`src/sv/segmented_stack_set_defines.svh`:
```
// Assertion macros shared by the RTL.
`ifndef SEGMENTED_STACK_SET_DEFINES_SVH
`define SEGMENTED_STACK_SET_DEFINES_SVH

// Check cons in the same cycle as ante.
`define SSS_ASSERT_NOW(lbl, ante, cons, msg) \
	lbl: assert property (@(posedge clk) disable iff (!arst_n) (ante) |-> (cons)) \
		else $error(msg);

// Check cons in the cycle after ante.
`define SSS_ASSERT_NEXT(lbl, ante, cons, msg) \
	lbl: assert property (@(posedge clk) disable iff (!arst_n) (ante) |=> (cons)) \
		else $error(msg);

`endif

```
`src/sv/sss_pkg.sv`:
```
package sss_pkg;

	localparam int NUM_STACKS     = 16;
	localparam int STACK_CAPACITY = 4;
	localparam int WORD_W         = 32;
	localparam int IDX_W          = 4;
	localparam int CUR_W          = $clog2(NUM_STACKS);
	localparam int FILL_W         = $clog2(STACK_CAPACITY + 1);
	localparam int ELEM_DEPTH     = NUM_STACKS * STACK_CAPACITY;
	localparam int ELEM_AW        = $clog2(ELEM_DEPTH);

	typedef enum logic [1:0] {
		CMD_PUSH   = 2'd0,
		CMD_POP    = 2'd1,
		CMD_POP_AT = 2'd2,
		CMD_READ   = 2'd3
	} cmd_t;

	typedef enum logic [2:0] {
		ST_OK        = 3'd0,
		ST_FULL      = 3'd1,
		ST_SET_EMPTY = 3'd2,
		ST_SUB_EMPTY = 3'd3,
		ST_IDX_ABOVE = 3'd4
	} status_t;

	typedef enum logic [4:0] {
		S_IDLE   = 5'b00001,
		S_EXEC   = 5'b00010,
		S_REFILL = 5'b00100,
		S_TOP    = 5'b01000,
		S_ELEM   = 5'b10000
	} state_t;

endpackage

```
`src/sv/segmented_stack_set.sv`:
```
// Segmented stack set: one logical stack split into fixed-size sub-stacks.
// Request channel: drive command, value and index with start high; the
// request is taken at a rising edge where start is high and busy is low.
// Result channel: done is high for exactly one cycle with status, top_value
// and top_valid; the receiver cannot hold it off, and a new request may be
// taken in that same cycle.
// After the accepting edge, a push that succeeds finishes in the execute
// state; every other request then checks the top and, if the top is not
// empty, reads the element for it; a pop or pop-at that empties the current
// sub-stack adds a refill state before the top check.
// One request is in flight at a time: no new request is taken while busy.
// These states follow from the two synchronous memories, each with one
// write port and one registered read port: a fill-count read for the named
// sub-stack, a fill-count read after falling back to a lower sub-stack, and
// an element read for the new top.
// Reset empties every sub-stack at once through per-sub-stack occupancy
// flags; memory contents are not cleared and no sweep is needed.
`include "segmented_stack_set_defines.svh"

module segmented_stack_set
	import sss_pkg::*;
(
	input  logic                     clk,
	input  logic                     arst_n,
	input  logic                     start,
	output logic                     busy,
	input  logic [1:0]               command,
	input  logic signed [WORD_W-1:0] value,
	input  logic [IDX_W-1:0]         index,
	output logic                     done,
	output logic [2:0]               status,
	output logic signed [WORD_W-1:0] top_value,
	output logic                     top_valid
);

	state_t                  state_q;
	logic [CUR_W-1:0]        cur_q;
	logic [FILL_W-1:0]       cur_fill_q;
	logic [NUM_STACKS-1:0]   nonempty_q;
	logic                    done_q;
	cmd_t                    cmd_q;
	logic [WORD_W-1:0]       val_q;
	logic [IDX_W-1:0]        idx_q;
	status_t                 status_q;
	logic [WORD_W-1:0]       top_value_q;
	logic                    top_valid_q;

	logic [CUR_W-1:0]        idx_cut;
	logic                    idx_above;
	logic [CUR_W-1:0]        pop_tgt;
	logic [FILL_W-1:0]       tgt_fill;
	logic [FILL_W-1:0]       tgt_dec;
	logic                    cur_full;
	logic                    cur_last;
	logic                    push_fail;
	logic [CUR_W-1:0]        push_stack;
	logic [FILL_W-1:0]       push_slot;
	logic                    pop_ok;
	logic [NUM_STACKS-1:0]   ne_after;
	logic [CUR_W-1:0]        drop_cur;
	logic [FILL_W-1:0]       cur_fill_m1;
	status_t                 exec_status;
	logic                    above_clear;

	logic                    elem_we;
	logic [ELEM_AW-1:0]      elem_waddr;
	logic [ELEM_AW-1:0]      elem_raddr;
	logic [WORD_W-1:0]       elem_rdata;
	logic                    fill_we;
	logic [CUR_W-1:0]        fill_waddr;
	logic [FILL_W-1:0]       fill_wdata;
	logic [CUR_W-1:0]        fill_raddr;
	logic [FILL_W-1:0]       fill_rdata;

	assign idx_cut    = CUR_W'(idx_q);
	assign idx_above  = 32'(idx_q) > 32'(cur_q);
	assign pop_tgt    = (cmd_q == CMD_POP) ? cur_q : idx_cut;
	assign tgt_fill   = (pop_tgt == cur_q) ? cur_fill_q
		: (nonempty_q[pop_tgt] ? fill_rdata : '0);
	assign tgt_dec    = FILL_W'(tgt_fill - 1'b1);
	assign cur_full   = cur_fill_q == FILL_W'(STACK_CAPACITY);
	assign cur_last   = cur_q == CUR_W'(NUM_STACKS - 1);
	assign push_fail  = cur_full && cur_last;
	assign push_stack = cur_full ? CUR_W'(cur_q + 1'b1) : cur_q;
	assign push_slot  = cur_full ? '0 : cur_fill_q;
	assign pop_ok     = ((cmd_q == CMD_POP) || (cmd_q == CMD_POP_AT && !idx_above))
		&& (tgt_fill != '0);
	assign cur_fill_m1 = FILL_W'(cur_fill_q - 1'b1);

	// Fall back to the highest sub-stack still holding data.
	always_comb begin
		ne_after = nonempty_q;
		ne_after[pop_tgt] = 1'b0;
		drop_cur = '0;
		for (int i = 0; i < NUM_STACKS; i++) begin
			if (ne_after[i]) begin
				drop_cur = CUR_W'(i);
			end
		end
	end

	always_comb begin
		above_clear = 1'b1;
		for (int i = 0; i < NUM_STACKS; i++) begin
			if (32'(i) > 32'(cur_q) && nonempty_q[i]) begin
				above_clear = 1'b0;
			end
		end
	end

	always_comb begin
		unique case (cmd_q)
			CMD_PUSH: begin
				exec_status = push_fail ? ST_FULL : ST_OK;
			end
			CMD_POP: begin
				if (cur_fill_q == '0) begin
					exec_status = (cur_q == '0) ? ST_SET_EMPTY : ST_SUB_EMPTY;
				end else begin
					exec_status = ST_OK;
				end
			end
			CMD_POP_AT: begin
				if (idx_above) begin
					exec_status = ST_IDX_ABOVE;
				end else if (tgt_fill == '0) begin
					exec_status = ST_SUB_EMPTY;
				end else begin
					exec_status = ST_OK;
				end
			end
			default: begin
				exec_status = ST_OK;
			end
		endcase
	end

	assign elem_we    = (state_q == S_EXEC) && (cmd_q == CMD_PUSH) && !push_fail;
	assign elem_waddr = ELEM_AW'(push_stack) * ELEM_AW'(STACK_CAPACITY)
		+ ELEM_AW'(push_slot);
	assign elem_raddr = ELEM_AW'(cur_q) * ELEM_AW'(STACK_CAPACITY)
		+ ELEM_AW'(cur_fill_m1);

	assign fill_we    = (state_q == S_EXEC)
		&& (((cmd_q == CMD_PUSH) && !push_fail) || pop_ok);
	assign fill_waddr = (cmd_q == CMD_PUSH) ? push_stack : pop_tgt;
	assign fill_wdata = (cmd_q == CMD_PUSH) ? FILL_W'(push_slot + 1'b1) : tgt_dec;
	assign fill_raddr = (state_q == S_IDLE) ? CUR_W'(index) : drop_cur;

	sss_ram #(
		.WIDTH (WORD_W),
		.DEPTH (ELEM_DEPTH)
	) u_elem_ram (
		.clk   (clk),
		.we    (elem_we),
		.waddr (elem_waddr),
		.wdata (val_q),
		.raddr (elem_raddr),
		.rdata (elem_rdata)
	);

	sss_ram #(
		.WIDTH (FILL_W),
		.DEPTH (NUM_STACKS)
	) u_fill_ram (
		.clk   (clk),
		.we    (fill_we),
		.waddr (fill_waddr),
		.wdata (fill_wdata),
		.raddr (fill_raddr),
		.rdata (fill_rdata)
	);

	always_ff @(posedge clk or negedge arst_n) begin
		if (!arst_n) begin
			state_q    <= S_IDLE;
			cur_q      <= '0;
			cur_fill_q <= '0;
			nonempty_q <= '0;
			done_q     <= 1'b0;
		end else begin
			done_q <= 1'b0;
			unique case (state_q)
				S_IDLE: begin
					if (start) begin
						state_q <= S_EXEC;
					end
				end
				S_EXEC: begin
					unique case (cmd_q)
						CMD_PUSH: begin
							if (push_fail) begin
								state_q <= S_TOP;
							end else begin
								cur_q                  <= push_stack;
								cur_fill_q             <= FILL_W'(push_slot + 1'b1);
								nonempty_q[push_stack] <= 1'b1;
								done_q                 <= 1'b1;
								state_q                <= S_IDLE;
							end
						end
						CMD_POP, CMD_POP_AT: begin
							state_q <= S_TOP;
							if (pop_ok) begin
								nonempty_q[pop_tgt] <= (tgt_dec != '0);
								if (pop_tgt == cur_q) begin
									if (tgt_dec != '0) begin
										cur_fill_q <= tgt_dec;
									end else begin
										cur_q   <= drop_cur;
										state_q <= S_REFILL;
									end
								end
							end
						end
						default: begin
							state_q <= S_TOP;
						end
					endcase
				end
				S_REFILL: begin
					cur_fill_q <= nonempty_q[cur_q] ? fill_rdata : '0;
					state_q    <= S_TOP;
				end
				S_TOP: begin
					if (cur_fill_q == '0) begin
						done_q  <= 1'b1;
						state_q <= S_IDLE;
					end else begin
						state_q <= S_ELEM;
					end
				end
				S_ELEM: begin
					done_q  <= 1'b1;
					state_q <= S_IDLE;
				end
				default: begin
					state_q <= S_IDLE;
				end
			endcase
		end
	end

	always_ff @(posedge clk) begin
		if (state_q == S_IDLE && start) begin
			cmd_q <= cmd_t'(command);
			val_q <= value;
			idx_q <= index;
		end
		if (state_q == S_EXEC) begin
			status_q <= exec_status;
			if (cmd_q == CMD_PUSH && !push_fail) begin
				top_value_q <= val_q;
				top_valid_q <= 1'b1;
			end
		end
		if (state_q == S_TOP && cur_fill_q == '0) begin
			top_value_q <= '0;
			top_valid_q <= 1'b0;
		end
		if (state_q == S_ELEM) begin
			top_value_q <= elem_rdata;
			top_valid_q <= 1'b1;
		end
	end

	assign busy      = state_q != S_IDLE;
	assign done      = done_q;
	assign status    = status_q;
	assign top_value = top_value_q;
	assign top_valid = top_valid_q;

	`SSS_ASSERT_NEXT(a_take_busy, start && !busy, busy, "request taken but not busy")
	`SSS_ASSERT_NOW(a_done_idle, done, !busy, "result while still busy")
	`SSS_ASSERT_NOW(a_above_empty, 1'b1, above_clear, "data above current sub-stack")
	`SSS_ASSERT_NOW(a_empty_top, done && !top_valid, top_value == '0, "empty top not zero")
	`SSS_ASSERT_NOW(a_push_top, done && cmd_q == CMD_PUSH && status == ST_OK,
		top_valid && top_value == val_q, "pushed word not on top")

endmodule

```
`src/sv/sss_ram.sv`:
```
module sss_ram #(
	parameter int WIDTH = 32,
	parameter int DEPTH = 64,
	localparam int AW = (DEPTH > 1) ? $clog2(DEPTH) : 1
) (
	input  logic             clk,
	input  logic             we,
	input  logic [AW-1:0]    waddr,
	input  logic [WIDTH-1:0] wdata,
	input  logic [AW-1:0]    raddr,
	output logic [WIDTH-1:0] rdata
);

	logic [WIDTH-1:0] mem [DEPTH];

	always_ff @(posedge clk) begin
		if (we) begin
			mem[waddr] <= wdata;
		end
		rdata <= mem[raddr];
	end

endmodule
```
`config.mk`:
```
export PLATFORM = sky130hd
export DESIGN_NAME = segmented_stack_set
export DESIGN_NICKNAME = d
export VERILOG_FILES = /design/src/sv/sss_pkg.sv /design/src/sv/segmented_stack_set.sv /design/src/sv/sss_ram.sv
export VERILOG_INCLUDE_DIRS = /design/src /design/src/sv
export SDC_FILE = /design/constraint.sdc
export NUM_CORES = 2
export LEC_CHECK = 0
export BUFFER_PORTS_ARGS = -buffer_cell sky130_fd_sc_hd__buf_2
export CELL_PAD_IN_SITES_DETAIL_PLACEMENT = 1
export CELL_PAD_IN_SITES_GLOBAL_PLACEMENT = 2
export CORE_UTILIZATION = 30
export DETAILED_ROUTE_END_ITERATION = 10
export PLACE_DENSITY = 0.52
export SLEW_MARGIN = 20
export SYNTH_ARGS = -nofsm -noshare
export SYNTH_HDL_FRONTEND = slang
export SYNTH_SLANG_ARGS = --single-unit
export TNS_END_PERCENT = 50
```
`constraint.sdc`:
```
create_clock -name clk -period 6.6 [get_ports clk]
set_clock_uncertainty 0.15 [all_clocks]
set_input_delay 0.33 -clock clk [delete_from_list [all_inputs] [get_ports clk]]
set_output_delay 0.33 -clock clk [all_outputs]
set_load 0.05 [all_outputs]
```
## After elaboration in Yosys (flattened, before gate mapping)

Memories as Yosys holds them, arrays and structs flattened. A register that Yosys moved wholly into a read port is not among the register bits.
Cells that the tools add are included.

- Flip-flop bits (word level): 103
- Latch bits: 0
- Memory bits (writable): 2096
- Memory bits (read-only): 0
- Input port bits: 41
- Output and inout port bits: 38
- Word-level logic and storage cells: 158
- Memories kept: 2

- Add/subtract/negate cells: 6
- Multipliers: 0
- Div/mod/pow operators: 0
- $lt $le $gt $ge: 6
- Equality and inequality tests: 21
- Shift operators: 0
- Muxes and demuxes: 76
- Bitwise operators: 3
- Reduce and logical (&&, ||, !) cells: 33

Memory list:

| memory | depth | width | rd ports | clocked after Yosys merged registers in | wr ports | RTL line | text |
|---|---|---|---|---|---|---|---|
| u_elem_ram.mem | 64 | 32 | 1 | 1 | 1 | sss_ram.sv:14 | `logic [WIDTH-1:0] mem [DEPTH];` |
| u_fill_ram.mem | 16 | 3 | 1 | 1 | 1 | sss_ram.sv:14 |  |

Operator list:

| operator | number |
|---|---|
| 32-bit two-way mux | 4 |
| 4-bit two-way mux | 26 |
| 16-bit two-way mux | 2 |
| 16-bit case mux with 2 select lines | 1 |
| 3-bit two-way mux | 10 |
| 5-bit case mux with 4 select lines | 1 |
| 1-bit two-way mux | 17 |
| 16-bit AND | 1 |
| 16-bit bitwise mux | 1 |
| 16-bit inverter | 1 |
| 16-bit OR | 1 |
| 4-bit by 5-bit < comparator with 1-bit output (second input constant) | 3 |
| 6-bit by 3-bit adder with 6-bit output | 2 |
| 3-bit inequality test (second input constant) | 4 |
| 3-bit case mux with 2 select lines | 2 |
| 6-bit AND reduction | 2 |
| 3-bit nonzero test | 4 |
| 1-bit logical AND | 11 |
| 5-bit two-way mux | 2 |
| 2-bit inequality test (second input constant) | 5 |
| 5-bit case mux with 2 select lines | 1 |
| 3-bit case mux with 3 select lines | 1 |
| 1-bit binary-select mux with 4-bit select | 2 |
| 1-bit demux with 4-bit select | 2 |
| other kinds (29) | 39 |

## Longest topological paths before layout

- Depth after elaboration: 27
- Depth in mapped cells: 18
- Gate-level depth less buffers: 16

## Modules after synthesis

A second synthesis with hierarchy kept.

- Cell total of the unflattened synthesis: 3935
- Area, all modules: 86282.8 µm²

By module, submodules not included:

| module | times used | cells each | area each (µm²) | seq. area each (µm²) |
|---|---|---|---|---|
| sss_ram at u_elem_ram | 1 | 3324 | 78512.8 | 62139.6 |
| segmented_stack_set | 1 | 508 | 5758.0 | 2939.1 |
| sss_ram at u_fill_ram | 1 | 103 | 2011.9 | 1501.4 |

## Worst setup path before layout

Ideal clock, no wire load.

- Kind: register to register
- From: register cur_fill_q[0]
- To: memory u_elem_ram.mem[59][0], enable pin
- Setup time: 0.421 ns
- Arrival time: 4.387 ns
- Data required time: 6.029 ns
- Setup slack: 1.642 ns
- Cell stages (with the launch flop): 15
- Path buffers: 5
- Clock period less this slack: 4.958 ns
- Path through: dfrtp_1 > clkbuf_1 > buf_2 > buf_2 > buf_2 > inv_1 > ha_1 > ha_1 > clkbuf_1 > xor2_1 > and2_1 > ha_1 > xnor2_1 > nand3_1 > nor2_1

- Cells in the longest elaborated chain, start to end: 6
- Elaborated cells between the ends (all ways): 9
- Those cells by class: add/sub: 1; eq/ne: 1; mux: 4; reduce/logical: 3

RTL lines:

| what | RTL line | text |
|---|---|---|
| start: declaration | segmented_stack_set.sv:38 | `logic [FILL_W-1:0] cur_fill_q;` |
| start signal: assignment | segmented_stack_set.sv:196 | `cur_fill_q <= FILL_W'(push_slot + 1'b1);` |
| start signal: assignment | segmented_stack_set.sv:208 | `cur_fill_q <= tgt_dec;` |
| start signal: assignment | segmented_stack_set.sv:222 | `cur_fill_q <= nonempty_q[cur_q] ? fill_rdata : '0;` |
| branches (longest 6 deep; another with 6-bit by 3-bit adder with 6-bit output) | - |  |
| end: declaration | sss_ram.sv:14 |  |

Parallel ways; which one is timed is not known.

## Worst setup path in the final report

- From: register cur_fill_q[0]
- To: memory u_elem_ram.mem[43][13], enable pin

Same word-level chain as after synthesis.

==> impl_metrics.ini <==
[layout]
area_growth_pct = 17.64
utilization = 0.3553
fillers = 27420
drive_above_1_share = 0.3263
regArea_mm2 = 0.06658
fin_area_mm2 = 0.1014
nets = 4146
final_cells = 8053
multi_input_area_mm2 = 0.01936

[sta]
final-max-slew-violation-count = 0
worstMarginPinSlew_ns = 1.187
setup_ws_ns = 1.577
clock.fmax_mhz = 199.1
max_slew_margin = 0.1859
fin_setup_tns_ns = 0
period_share = 0.7611
rsz0062_at_grt = no
finalCriticalPeriod_ns = 5.023
setup_violations = 0
finalHoldViolCount = 0

[floorplanning]
core-area_mm2 = 0.2855
initial_core_util = 0.3021
fp-row-count = 196
die_w_um = 538.1
die_h_um = 538.1
dieArea_mm2 = 0.2896
ios = 79

[setup_path]
critPathKind = reg2reg
crit_fanout = 34
cp-end-kind = register
start_kind = register
crit_required_ns = 7.02
crit_arrival_ns = 5.45

[job]
cap_violations = 0

[detailed_routing]
dr.pass1.iters = 7
wl_mm = 264.1
wire_per_inst_um = 32.79
ant_nets = 0
first_iter_violations = 4058
via_per_inst = 5.057
drcViolationCount = 0
vias = 40720

[cts]
cts_root_buffer = clkbuf_16
clockBufferDepth = 4
cts_buffers = 244
hold_buffers = 64
post_cts_resized = 0
htreeDepth = 4
cts.sinks = 2234
cts.clk_slew.worst_paths_ns = 0.06
clkLatencyLatePin_ns = 0.91
postCtsSetupRepairBufs = 0
cts_tree = done

[synthesis]
synth_top_area_cell = edfxtp_1
synthTopCellsByArea = edfxtp_1, mux4_2, dfxtp_1
synth-edff-count = 2169
syn-cell-area_mm2 = 0.08622
ys_warn_count = 0
syn_avg_cell_area_um2 = 23.32
ys_seq_area_frac = 0.7722
yosysUniqueCellTypes = 70
netlist.area_leader.share = 0.7554
synth-main-ff-cell = edfxtp_1
synth-seq-cells = 2234
postSynthCellCount = 3698
async_flop_share = 0.01298
syn_nets = 3760

[place]
port_buffers = 78
place_inst = 7536
gp_congestion = 0.7946
placed_area_mm2 = 0.09279
hpwl_mm = 160.9
post-place-ws_ns = 1.535

[global_route]
overflow = 0
grt_pass1_wl_mm = 365.1
grt_pass1_vias = 42520
track_usage = 0.1827
grt_start_max_net_pins = 88
antenna_found_initial = 33

[power]
powerDensity_mw_per_mm2 = 487.1
ir_worst_vdd_mv = 0.4222
leakage_uw = 0.03130

[min_path]
hold_path_class = in2reg

[status]
status = complete, no violations
==> cells in the mapped netlist, types with 5 or more instances <==
master,instances
clkbuf_1,103
edfxtp_1,2169
and3b_1,9
mux2i_1,54
inv_1,20
o21a_1,8
dfrtp_1,28
dfxtp_1,36
and2_1,5
buf_2,51
nand2b_1,10
o21ai_1,12
o21ai_0,45
xnor2_1,15
o22ai_1,20
nor2_1,110
buf_1,20
a21o_1,7
mux2_2,8
a21oi_1,46
mux4_2,675
ha_1,21
nand2_1,117
nor2b_1,5
nor3_1,5
nand3_1,14
==> metal layers <==
layer,routed length [µm],track usage
met2,132900,0.3118
met3,12130,0.02322
met4,4502,0.03668
met1,114500,0.2505
met5,0,0
==> layout by cell type (no fill, tap or decap), types with 9 or more instances in the layout <==
| cell | instances |
|---|---|
| nand3_1 | 13 |
| xnor2_1 | 14 |
| clkinv_2 | 50 |
| clkinv_1 | 45 |
| buf_4 | 155 |
| buf_12 | 25 |
| dfrtp_1 | 27 |
| bufinv_16 | 30 |
| ha_1 | 18 |
| clkbuf_16 | 246 |
| buf_2 | 78 |
| nand2_1 | 117 |
| o21ai_1 | 12 |
| clkbuf_8 | 9 |
| o22ai_1 | 20 |
| dlygate4sd3_1 | 63 |
| nand2b_1 | 10 |
| clkbuf_1 | 44 |
| inv_1 | 20 |
| nor2_1 | 45 |
| clkinvlp_4 | 11 |
| edfxtp_1 | 2169 |
| mux2i_1 | 52 |
| a21oi_1 | 46 |
| nor2_4 | 65 |
| o21ai_0 | 45 |
| dfxtp_1 | 36 |
| mux4_2 | 675 |
==> final timing paths <==
path                                     startpoint                     end  slack, ns  depth (start not counted)
worst max-delay path                  cur_fill_q[0]  u_elem_ram.mem[43][13]       1.58                          9
worst min-delay path                      value[30]               val_q[30]       0.06                          2
worst max register to register        cur_fill_q[0]  u_elem_ram.mem[43][13]       1.58                          9
worst min register to register  u_fill_ram.rdata[0]           cur_fill_q[0]       0.38                          2
max in group asynchronous                    arst_n           nonempty_q[6]       5.44                          4
min in group asynchronous                    arst_n                cur_q[3]       0.38                          3
==> area by class of cell <==
cell class,instances,area share
Sequential cell,2234,0.6565
Multi-Input combinational cell,1261,0.1908
Clock buffer,299,0.06354
Tap cell,3762,0.04641
Timing Repair Buffer,322,0.02674
Clock inverter,147,0.01505
Inverter,21,0.0007772
Antenna cell,7,0.0001727
==> worst max-delay path, stage by stage, from the launching register on <==
cell     delay, ns
dfrtp_4       0.90
inv_1         0.28
ha_4          0.25
ha_1          0.35
nand4_1       0.21
nand3_1       0.13
nor2_1        0.16
nand3_1       0.82
nor2_4        1.01
buf_4         0.39
==> kinds of logic (layout without fill, tap and decap cells) <==
| family | count (synthesis) | after routing | share of synthesized area |
|---|---|---|---|
| adder cells (fa/ha/maj) | 21 | 21 | 0.003047 |
| XOR/XNOR | 19 | 19 | 0.001930 |
| AND/OR/NAND/NOR | 309 | 309 | 0.01654 |
| flip-flops | 2234 | 2234 | 0.7722 |
| multiplexers | 738 | 738 | 0.1838 |
| other | 0 | 7 | 0 |
| AO/OA/AOI/OAI | 174 | 174 | 0.01244 |
| buffers and inverters | 203 | 789 | 0.01007 |
==> state kept, by name, summed over array words and instances (netlist names) <==
name,flops
u_elem_ram.mem,2048
status,3
val_q,32
cmd_q,2
cur_fill_q,3
u_elem_ram.rdata,32
top_value,32
idx_cut,4
u_fill_ram.mem,48
nonempty_q,16
cur_q,4
u_fill_ram.rdata,3
top_valid,1
done,1
state_q,5
==> where the power goes <==
part	leakage (µW)	switching, µW	total, µW	internal, µW
registers	0.0202	429	17000	16600
clock network	0.00390	5700	13800	8070
logic	0.00721	11400	18600	7190
==> through the flow <==
stage          hold WS, ns  total power [µW]
5_1_grt            0.04368             51110
3_5_place_dp        0.3353             36520
4_1_cts           0.001218             50390
3_3_place_gp        0.3289             36510
6_report           0.05621             49400
2_1_floorplan      -0.1156             27470
Power figures use the tool's default switching activity.
